## src/hw/rtl/cch_pkg.sv

```systemverilog
// Shared types, constants and helper functions for the CJK character histogram.
`default_nettype none

package cch_pkg;

    // Counter width of the histogram bins and the character, CJK and file totals.
    localparam int COUNT_WIDTH = 32;
    // Width of the count fields carried on the result stream.
    localparam int OUT_CNT_W   = 32;
    // Width of a code point.
    localparam int PT_W        = 21;
    // Width of the distinct character total.
    localparam int DIST_W      = 17;

    // Exclusive bounds of the three CJK ranges.
    localparam logic [PT_W-1:0] UNI_LO_EXCL = 21'h04DFF;
    localparam logic [PT_W-1:0] UNI_HI_EXCL = 21'h09FA6;
    localparam logic [PT_W-1:0] EXA_LO_EXCL = 21'h033FF;
    localparam logic [PT_W-1:0] EXA_HI_EXCL = 21'h04DB6;
    localparam logic [PT_W-1:0] EXB_LO_EXCL = 21'h1FFFF;
    localparam logic [PT_W-1:0] EXB_HI_EXCL = 21'h2A6D7;

    // Highest legal Unicode scalar value.
    localparam logic [PT_W-1:0] MAX_POINT   = 21'h10FFFF;

    localparam int UNI_SIZE  = int'(UNI_HI_EXCL) - int'(UNI_LO_EXCL) - 1;
    localparam int EXA_SIZE  = int'(EXA_HI_EXCL) - int'(EXA_LO_EXCL) - 1;
    localparam int EXB_SIZE  = int'(EXB_HI_EXCL) - int'(EXB_LO_EXCL) - 1;
    localparam int BIN_DEPTH = UNI_SIZE + EXA_SIZE + EXB_SIZE;
    localparam int BIN_AW    = $clog2(BIN_DEPTH);

    typedef logic [COUNT_WIDTH-1:0] count_t;
    typedef logic [PT_W-1:0]        point_t;
    typedef logic [BIN_AW-1:0]      bin_addr_t;

    typedef enum logic [1:0] {
        CMD_BYTE  = 2'd0,
        CMD_QUERY = 2'd1,
        CMD_EOF   = 2'd2,
        CMD_NOP   = 2'd3
    } cmd_t;

    typedef enum logic [1:0] {
        BLK_NONE = 2'd0,
        BLK_UNI  = 2'd1,
        BLK_EXA  = 2'd2,
        BLK_EXB  = 2'd3
    } blk_t;

    typedef enum logic [1:0] {
        ST_CLEAR,
        ST_IDLE,
        ST_READ,
        ST_WRITE
    } state_t;

    // Commands from the controller to the datapath.
    typedef struct packed {
        logic clr_wr;   // write zero to the bin at the clear pointer, advance it
        logic load;     // input transfer: decode the item and latch it
        logic mem_rd;   // read the latched bin address
        logic commit;   // update counters and the bin, load the result register
    } ctrl_t;

    // Status from the datapath to the controller.
    typedef struct packed {
        logic clr_last; // clear pointer sits on the last bin
    } status_t;

    typedef struct packed {
        blk_t      kind;
        bin_addr_t bin;
    } class_t;

    function automatic count_t sat_inc(input count_t v);
        count_t r;
        r = (v == '1) ? v : v + count_t'(1);
        return r;
    endfunction

    // Map a code point onto its CJK range and histogram address.
    function automatic class_t classify(input point_t c);
        class_t r;
        r.kind = BLK_NONE;
        r.bin  = '0;
        if (c > UNI_LO_EXCL && c < UNI_HI_EXCL) begin
            r.kind = BLK_UNI;
            r.bin  = BIN_AW'(c - (UNI_LO_EXCL + point_t'(1)));
        end
        else if (c > EXA_LO_EXCL && c < EXA_HI_EXCL) begin
            r.kind = BLK_EXA;
            r.bin  = BIN_AW'(c - (EXA_LO_EXCL + point_t'(1)) + point_t'(UNI_SIZE));
        end
        else if (c > EXB_LO_EXCL && c < EXB_HI_EXCL) begin
            r.kind = BLK_EXB;
            r.bin  = BIN_AW'(c - (EXB_LO_EXCL + point_t'(1))
                             + point_t'(UNI_SIZE + EXA_SIZE));
        end
        return r;
    endfunction

endpackage

`default_nettype wire

```

## src/hw/rtl/cch_ctrl.sv

```systemverilog
// Controller state machine: clear pass, accept, bin read, commit.
`default_nettype none

module cch_ctrl (
    input  wire              clk,
    input  wire              rst_n,
    input  wire              s_tvalid,
    output logic             s_tready,
    output logic             m_tvalid,
    input  wire              m_tready,
    input  cch_pkg::status_t status,
    output cch_pkg::ctrl_t   ctrl
);
    import cch_pkg::*;

    state_t state_reg;
    state_t state_next;
    logic   out_valid_reg;
    logic   out_valid_next;
    logic   out_free;

    // The result register can take a new result when empty or being drained.
    assign out_free = !out_valid_reg || m_tready;

    always_comb
    begin
        state_next = state_reg;
        unique case (state_reg)
            ST_CLEAR: if (status.clr_last) state_next = ST_IDLE;
            ST_IDLE:  if (s_tvalid) state_next = ST_READ;
            ST_READ:  state_next = ST_WRITE;
            ST_WRITE: if (out_free) state_next = ST_IDLE;
            default:  state_next = ST_CLEAR;
        endcase
    end

    always_comb
    begin
        ctrl     = '0;
        s_tready = 1'b0;
        unique case (state_reg)
            ST_CLEAR: ctrl.clr_wr = 1'b1;
            ST_IDLE:
            begin
                s_tready  = 1'b1;
                ctrl.load = s_tvalid;
            end
            ST_READ:  ctrl.mem_rd = 1'b1;
            ST_WRITE: ctrl.commit = out_free;
            default:  ctrl = '0;
        endcase
    end

    always_comb
    begin
        if (ctrl.commit)
            out_valid_next = 1'b1;
        else if (m_tready)
            out_valid_next = 1'b0;
        else
            out_valid_next = out_valid_reg;
    end

    assign m_tvalid = out_valid_reg;

    always_ff @(posedge clk or negedge rst_n)
    begin
        if (!rst_n)
        begin
            state_reg     <= ST_CLEAR;
            out_valid_reg <= 1'b0;
        end
        else
        begin
            state_reg     <= state_next;
            out_valid_reg <= out_valid_next;
        end
    end

endmodule

`default_nettype wire

```

## config.mk

```make
export PLATFORM = sky130hd
export DESIGN_NAME = cch_ctrl
export DESIGN_NICKNAME = d
export VERILOG_FILES = /design/src/hw/rtl/cch_pkg.sv /design/src/hw/rtl/cch_ctrl.sv
export SDC_FILE = /design/constraint.sdc
export NUM_CORES = 1
export LEC_CHECK = 0
export BUFFER_PORTS_ARGS = -buffer_cell sky130_fd_sc_hd__buf_2
export CAP_MARGIN = 25
export CORE_AREA = 4 4 41 43
export DETAILED_ROUTE_END_ITERATION = 7
export DIE_AREA = 0 0 45 47
export SLEW_MARGIN = 20
export SYNTH_ARGS = -nofsm -noshare
export SYNTH_HDL_FRONTEND = slang
export SYNTH_SLANG_ARGS = --single-unit
```

## constraint.sdc

```tcl
create_clock -name clk -period 1.28 [get_ports clk]
set_input_delay 0.256 -clock clk [delete_from_list [all_inputs] [get_ports clk]]
set_output_delay 0.256 -clock clk [all_outputs]
set_load 0.02 [all_outputs]
```

# [After elaboration in Yosys (flattened, before gate mapping)]
# Index checks and enable logic that the tools add are counted.
[word_totals] register_bits=3 in_bits=5 out_inout_bits=6 word_cells=24
[classes] n_eq_ne=6 n_mux=11 n_reduce_logical=5
[op_table] cell="case mux 2 bit (4 select lines)" n=1
[op_table] cell="2-to-1 mux 1 bit" n=7
[op_table] cell="2-to-1 mux 2 bit" n=3
[op_table] cell="inequality test 2 bit, second input constant" n=3
[op_table] cell="== test 2 bit, second input constant" n=2
[op_table] cell="AND reduction 3 bit" n=1
[op_table] cell="== test 2 x 1 -> 1 bit, second input constant" n=1
[op_table] cell="logical NOT 2 bit" n=1
[op_table] cell="nonzero test 2 bit" n=1
[op_table] cell="logical NOT 1 bit" n=1
[op_table] cell="logical OR 1 bit" n=1

# [Longest topological paths before layout]
# Gate-level depths: netlist of run 1.
[logic_depth] word_depth=4 depth_mapped=5 depth_no_buf=5

# [Worst setup path before layout of run 1]
# OpenSTA, ideal clock, no wires.
[synth_timing] kind="reg2reg" from="reg state_reg[1]" to="reg state_reg[1]" setup_time_ns=0.128 arrival_ns=1.388 required_time_ns=1.152 slack_ns=-0.236 stages_incl_launch_ff=6 n_path_buf=0 period_less_slack_ns=1.516 path_cell_list="dfrtp_1 -> inv_1 -> ha_1 -> inv_1 -> o221ai_2 -> mux2_1"
[synth_between] elab_chain_len=3 word_cells_on_any_way=9 classes_between="eq/ne: 6; mux: 1; reduce/logical: 2"
[synth_lines] element="start: declaration" line_no="cch_ctrl.sv:16" source="state_t state_reg;"
[synth_lines] element="start signal: assignment" line_no="cch_ctrl.sv:75" source="state_reg <= state_next;"
[synth_lines] element="== test 2 bit, or another cell as far along" line_no="cch_ctrl.sv:28" source="unique case (state_reg)"
[synth_lines] element="inequality test 2 bit (no line)"
[synth_lines] element="AND reduction 3 bit (no line)"
# Several ways; a longest one is shown, not always the timed one.
# A chain may end at the register's enable or synchronous reset.

==> results of run 1 <==
==> cells in the final DEF (no fill, tap or decap), types with 2 or more instances in the layout <==
cell / count
nand2b_4: 2
inv_2: 3
buf_6: 5
buf_2: 6
ha_1: 2
clkbuf_4: 3
ha_4: 2
buf_4: 6
dfrtp_1: 2
==> cell families (layout without fill, tap and decap cells) <==
group | after synthesis | after routing | share of synthesized area [%]
adders and majority gates | 5 | 5 | 26.9
and+or+nand+nor | 5 | 5 | 15.6
buffers and inverters | 5 | 26 | 9.68
DFF | 3 | 3 | 32.3
muxes | 2 | 2 | 9.14
AOI/OAI and AO/OA | 1 | 1 | 6.45
==> worst max-delay path, cell delays in order (launching register included) <==
cell	delay, ns
dfrtp_2	0.44
ha_4	0.17
buf_6	0.11
and2_4	0.12
buf_6	0.12
==> report_power, final <==
group | internal [uW] | switching [uW] | leakage [uW]
logic | 479 | 368 | 0.000183
clock network | 117 | 48.6 | 0.0000150
registers | 149 | 56.5 | 0.0000333
==> area by class of cell <==
type | count | area, um2 | share of cell area (%)
multi-input combinational | 13 | 176 | 38.8
tap | 15 | 18.8 | 4.13
sequential | 3 | 76.3 | 16.8
clock buffer | 4 | 26.3 | 5.79
inverter | 4 | 15.0 | 3.31
timing repair buffer | 18 | 141 | 31.1
==> per-layer routing <==
metal,track usage (%),up-vias
met2,9.60,13
met3,6.90,2
met4,1.75,0
met1,5.26,95
li1,-,107
met5,0,-
==> worst paths after layout <==
kind,startpoint,endpoint,slack (ns),cells after the start
hold / removal,m_tready,m_tvalid,0.31,3
max in group asynchronous,rst_n,state_reg[0],0.81,2
setup reg to reg,state_reg[1],state_reg[1],-0.06,6
min in group asynchronous,rst_n,state_reg[1],0.35,2
hold reg to reg,m_tvalid,m_tvalid,0.53,2
setup / recovery,state_reg[0],ctrl[2],-0.17,4
==> stage by stage <==
stage / TNS (ns) / cells / worst slack (ns) / hold WS (ns) / area (um2)
after floorplan: -0.0717 / 21 / -0.0717 / -0.0396 / 258
after global placement: -0.0604 / 50 / -0.0576 / 0.0557 / 357
after detailed placement: -0.0743 / 50 / -0.0727 / 0.0566 / 357
after CTS: -0.763 / 57 / -0.182 / 0.301 / 447
after global routing: -1.05 / 57 / -0.221 / 0.322 / 454
final: -0.672 / 57 / -0.173 / 0.307 / 454
==> repair_timing <==
item | CTS | global route
endpoints found under the setup margin | 6 | 7
hold buffers | 1 | 0
endpoints found under the hold margin | 3 | 0
resized for setup | 13 | 2
buffers inserted | 2 | 0
cloned | 0 | 0
pin swaps | 1 | 0
==> insert_results.sql, run 1 <==
INSERT INTO impl_metrics (metric_group, metric, value, unit) VALUES
('final_layout', 'num-nets-final', '53', ''),
('worst_setup_path', 'cp_data_required_time', '1.02', 'ns'),
('global_routing', 'grt_remaining_overflow', '0', ''),
('worst_setup_path', 'critical_path_class', 'register to primary output', ''),
('worst_setup_path', 'crit_path_max_fanout', '4', ''),
('final_layout', 'largest_reg_flops', '2', ''),
('timing', 'total_of_endpoints_with_negative_setup_slack_in_the_final_report', '7', ''),
('die', 'die_w', '45', 'um'),
('detailed_routing', 'drt_drc_violations_left', '0', ''),
('place', 'portBuffers', '10', ''),
('logic_synthesis', 'syn-num-nets', '31', ''),
('logic_synthesis', 'yosys_warnings', '0', ''),
('die', 'die_h', '47', 'um'),
('clock_network', 'max_buffers_root_to_sink', '2', ''),
('final_layout', 'num_antenna_cells', '0', ''),
('timing', 'finalClockSkew', '0.00151', 'ns'),
('detailed_routing', 'routed-via-count', '217', ''),
('global_routing', 'pin_count_of_the_biggest_net_entering_global_routing', '5', ''),
('final_layout', 'fraction_of_final_layout_cells_sized_beyond_drive_strength_1', '76.2', '%'),
('place', 'dp_hpwl', '398', 'um'),
('logic_synthesis', 'synth.top_cells.by_count', 'ha_1, inv_1, dfrtp_1, and2_1', ''),
('clock_network', 'cts.htree.levels', '1', ''),
('timing', 'hold_viol', '0', ''),
('global_routing', 'vias_in_the_first_global_route', '213', ''),
('logic_synthesis', 'ys_async_sr_fraction', '100', '%'),
('worst_setup_path', 'worst-endpoint-arrival', '1.20', 'ns'),
('timing', 'max_clock_freq', '688', 'MHz'),
('logic_synthesis', 'ys_top_cells_by_area', 'dfrtp_1, ha_1, inv_1', ''),
('worst_setup_path', 'timing.critical_path.from_type', 'register', ''),
('timing', 'postLayoutSetupSlackWorst', '-0.173', 'ns'),
('power_and_ir_drop', 'overall_power_of_the_completed_layout', '1220', 'uW'),
('die', 'pin_count', '11', ''),
('clock_network', 'cts-buffers-inserted', '3', ''),
('worst_setup_path', 'crit_path_end_kind', 'primary output', ''),
('logic_synthesis', 'syn_area', '233', 'um2'),
('logic_synthesis', 'post-synth-top-area-fraction', '32.3', '%'),
('power_and_ir_drop', 'max-vdd-ir-drop', '0.816', 'mV'),
('global_routing', 'grt_use_total', '6.18', '%'),
('timing', 'finalCritPeriodShare', '113', '%'),
('timing', 'min_period', '1.45', 'ns'),
('timing', 'slew_headroom', '85.8', '%'),
('logic_synthesis', 'synth.yosys.seq_area_share', '32.3', '%'),
('timing', 'tightest_slew', '0.213', 'ns'),
('clock_network', 'clock_latency', '0.23', 'ns'),
('run_status', 'outcome', 'complete, but fails checks', ''),
('final_layout', 'final_core_utilization', '34.9', '%'),
('detailed_routing', 'vias_per_cell', '3.81', ''),
('timing', 'rsz0062_at_grt', 'yes', ''),
('timing', 'final-max-slew-violation-count', '0', ''),
('detailed_routing', 'drtIter0Drc', '2', ''),
('detailed_routing', 'top_signal_layer_used', 'met4', ''),
('die', 'row_count', '13', ''),
('final_layout', 'area_growth', '95.2', '%'),
('clock_network', 'ctsRootBufferMaster', 'clkbuf_4', ''),
('detailed_routing', 'met3_length', '84', 'um'),
('place', 'gp_routability_congestion', '0.687', ''),
('logic_synthesis', 'synth-edff-count', '0', ''),
('logic_synthesis', 'synth_area_per_cell', '11.1', 'um2'),
('clock_network', 'cts.sinks', '3', ''),
('detailed_routing', 'route.detailed.wl_per_inst', '8.81', 'um'),
('logic_synthesis', 'ys_seq_elements', '3', ''),
('detailed_routing', 'wirelength', '502', 'um'),
('logic_synthesis', 'synth_area_leader_cell', 'dfrtp_1', ''),
('run_status', 'violated_checks', 'setup timing', ''),
('detailed_routing', 'dr_wl_met2', '231', 'um'),
('logic_synthesis', 'synth_most_common_cell', 'ha_1', ''),
('power_and_ir_drop', 'power.density', '2680', 'nW/um2'),
('logic_synthesis', 'primary_ff_master_synth', 'dfrtp_1', ''),
('detailed_routing', 'drtAntennaViolNets', '0', ''),
('logic_synthesis', 'synth_cell_type_count', '11', ''),
('die', 'core', '1300', 'um2'),
('global_routing', 'global_route_wire_length_before_repair', '828', 'um'),
('clock_network', 'tritoncts', 'built', ''),
('clock_network', 'cts.reportedPaths.clkPinSlew', '0.04', 'ns'),
('global_routing', 'grt_antenna_before_repair', '0', ''),
('final_layout', 'fill_cells', '139', ''),
('detailed_routing', 'met1Wirelength', '179', 'um'),
('flow_run', 'drv.max_cap_violation_count', '0', ''),
('power_and_ir_drop', 'p_leak', '0.000231', 'uW'),
('logic_synthesis', 'synthCells', '21', ''),
('min_path', 'worst_hold_path_type', 'input port to register', ''),
('die', 'initial_core_util', '17.9', '%'),
('die', 'fp.dieArea', '2120', 'um2'),
('detailed_routing', 'detail_route.first_pass.iterations', '3', '');
No activity file was read; power rests on OpenSTA's default activity.
==> run 2, diff against run 1 <==
--- a/config.mk
+++ b/config.mk
@@ -7,9 +7,9 @@
 export LEC_CHECK = 0
 export BUFFER_PORTS_ARGS = -buffer_cell sky130_fd_sc_hd__buf_2
 export CAP_MARGIN = 25
-export CORE_AREA = 4 4 41 43
+export CORE_AREA = 2 2 39 41
 export DETAILED_ROUTE_END_ITERATION = 7
-export DIE_AREA = 0 0 45 47
+export DIE_AREA = 0 0 41 43
 export SLEW_MARGIN = 20
 export SYNTH_ARGS = -nofsm -noshare
 export SYNTH_HDL_FRONTEND = slang
==> run 2 against run 1 <==
  * The flow still finishes with violations (setup timing)
  * Non-clock buffer count grew 2
  * Setup slack lost 0.026 ns
  * Critical endpoint unchanged
  * Global-route usage grew 4.2 points
  * Sequential share of layout area shrank 1.7 points
  * Largest power group unchanged
  * Largest cell class unchanged
  * Cell count grew 5.3%
  * Critical path type unchanged
  * Die area shrank 17%
  * Clock power grew 4%
  * Highest routed layer unchanged
  * First-iteration DRC count shrank 50%
  * Critical path depth grew 1
  * Combinational power grew 25%
  * Core utilization grew 1.5 points
==> insert_results.sql, run 2 (synthesized netlist as in run 1, its figures left out) <==
INSERT INTO impl_metrics (metric_group, metric, value, unit) VALUES
('run_status', 'outcome', 'complete, but fails checks', ''),
('run_status', 'violated_checks', 'setup timing', ''),
('detailed_routing', 'drt_drc_violations_left', '0', ''),
('timing', 'max_clock_freq', '676', 'MHz'),
('global_routing', 'grt_antenna_before_repair', '0', ''),
('min_path', 'worst_hold_path_type', 'input port to register', ''),
('final_layout', 'final_design_area_no_fill', '504', 'um2'),
('detailed_routing', 'drtIter0Drc', '1', ''),
('power_and_ir_drop', 'max-vdd-ir-drop', '0.875', 'mV'),
('place', 'gp_routability_congestion', '0.703', ''),
('detailed_routing', 'vias_per_cell', '3.75', ''),
('min_path', 'hold_depth', '3', ''),
('clock_network', 'ctsRootBufferMaster', 'clkbuf_4', ''),
('die', 'die_w', '41', 'um'),
('clock_network', 'clock_latency', '0.24', 'ns'),
('detailed_routing', 'detail_route.first_pass.iterations', '2', ''),
('worst_setup_path', 'critical_path_class', 'register to primary output', ''),
('detailed_routing', 'drtAntennaViolNets', '0', ''),
('place', 'placedInstanceArea', '358', 'um2'),
('global_routing', 'global_route_wire_length_before_repair', '1.08', 'mm'),
('timing', 'final-max-slew-violation-count', '0', ''),
('detailed_routing', 'wirelength', '731', 'um'),
('clock_network', 'cts.htree.levels', '1', ''),
('clock_network', 'cts.sinks', '3', ''),
('final_layout', 'area_growth', '117', '%'),
('place', 'placed_instance_count', '51', ''),
('global_routing', 'grt_remaining_overflow', '0', ''),
('timing', 'rsz0062_at_grt', 'yes', ''),
('timing', 'total_of_endpoints_with_negative_setup_slack_in_the_final_report', '7', ''),
('die', 'die_h', '43', 'um'),
('detailed_routing', 'routed-via-count', '225', ''),
('final_layout', 'num_antenna_cells', '0', ''),
('worst_setup_path', 'timing.critical_path.from_type', 'register', ''),
('die', 'core', '1380', 'um2'),
('final_layout', 'fraction_of_final_layout_cells_sized_beyond_drive_strength_1', '79.5', '%'),
('power_and_ir_drop', 'power.density', '2860', 'nW/um2'),
('clock_network', 'tritoncts', 'built', ''),
('flow_run', 'drv.max_cap_violation_count', '0', ''),
('timing', 'finalCritPeriodShare', '116', '%'),
('worst_setup_path', 'crit_path_max_fanout', '2', ''),
('detailed_routing', 'route.detailed.wl_per_inst', '12.2', 'um'),
('place', 'portBuffers', '10', ''),
('worst_setup_path', 'worst-endpoint-arrival', '1.22', 'ns'),
('final_layout', 'most-common-layout-cells', 'buf_6, buf_2, buf_4', ''),
('final_layout', 'final_core_utilization', '36.4', '%'),
('worst_setup_path', 'crit_path_end_kind', 'primary output', ''),
('final_layout', 'stdcell_count', '60', ''),
('die', 'row_count', '14', ''),
('die', 'fp.dieArea', '1760', 'um2'),
('place', 'dp_hpwl', '421', 'um'),
('power_and_ir_drop', 'p_leak', '0.000243', 'uW'),
('global_routing', 'grt_use_total', '10.3', '%'),
('global_routing', 'pin_count_of_the_biggest_net_entering_global_routing', '5', ''),
('clock_network', 'cts.reportedPaths.clkPinSlew', '0.04', 'ns'),
('clock_network', 'max_buffers_root_to_sink', '2', ''),
('final_layout', 'layout.cells.most_common', 'buf_6', ''),
('worst_setup_path', 'reg2reg_depth', '6', ''),
('final_layout', 'largest_reg_flops', '2', ''),
('die', 'pin_count', '11', ''),
('final_layout', 'num-nets-final', '55', ''),
('timing', 'finalClockSkew', '0.00861', 'ns'),
('timing', 'postLayoutSetupSlackWorst', '-0.199', 'ns'),
('global_routing', 'vias_in_the_first_global_route', '251', ''),
('die', 'initial_core_util', '16.8', '%'),
('timing', 'hold_viol', '0', ''),
('timing', 'slew_headroom', '85.9', '%'),
('timing', 'min_period', '1.48', 'ns'),
('worst_setup_path', 'cp_data_required_time', '1.02', 'ns'),
('clock_network', 'cts-buffers-inserted', '3', ''),
('timing', 'tightest_slew', '0.212', 'ns');
[run 2: changes by cell type in the layout (fill, tap and decap cells not counted)]
cell and delta:
o221ai_4 +1, and2_4 +1, buf_4 -2, buf_6 +4
and2_1 -1, ha_1 -1, nand2b_1 +1, nand2b_4 -1
ha_4 +1, o221ai_2 -1
[run 2: final timing paths]
kind	start	end	slack [ns]
setup / recovery	state_reg[1]	ctrl[2]	-0.20
hold / removal	m_tready	m_tvalid	0.34
setup reg to reg	state_reg[1]	state_reg[1]	-0.15
hold reg to reg	m_tvalid	m_tvalid	0.57
max in group asynchronous	rst_n	state_reg[0]	0.80
min in group asynchronous	rst_n	state_reg[1]	0.35
[run 2: timing repair]
action	CTS	global route
resized for setup	20	2
hold endpoints to repair	3	0
hold buffers	1	0
setup endpoints to repair	7	7
pin swaps	2	0
setup buffers	3	1
[run 2: cell type report]
type                    instances  area (um2)
fillers                       147         880
multi-input cells              13         195
repair buffers                 20         171
flip-flops and latches          3        76.3
clock buffers                   4        26.3
well taps                      16        20.0
inverters                       4        15.0
[run 2: per-stage QoR]
step           TNS (ns)  power, uW  setup slack, ns  hold slack (ns)
2_1_floorplan   -0.0717        642          -0.0717          -0.0396
3_3_place_gp    -0.0666        851          -0.0606           0.0565
3_5_place_dp    -0.0748        866          -0.0637           0.0568
4_1_cts          -0.856       1350           -0.194            0.317
5_1_grt           -1.22       1550           -0.227            0.353
6_report         -0.982       1440           -0.199            0.343
[run 2: power by group]
group	switching [uW]	internal [uW]
Clock	55.1	117
Combinational	455	602
Sequential	61.9	149
Total	572	868
[run 2: critical path, cell delays in order (launching register included)]
cell	delay (ns)
dfrtp_1	0.39
inv_2	0.08
ha_4	0.16
buf_6	0.10
and2_4	0.12
buf_6	0.12
[run 2: per-layer routing]
| metal | GRT usage, % | vias to the layer above | wire, um | part of all wire (%) |
|---|---|---|---|---|
| met3 | 4.71 | 2 | 45 | 6.2 |
| met2 | 15.6 | 11 | 391 | 53 |
| met5 | 0 | - | 0 | 0 |
| met4 | 10.0 | 0 | 9 | 1.2 |
| met1 | 9.32 | 102 | 284 | 39 |
| li1 | - | 110 | - | - |
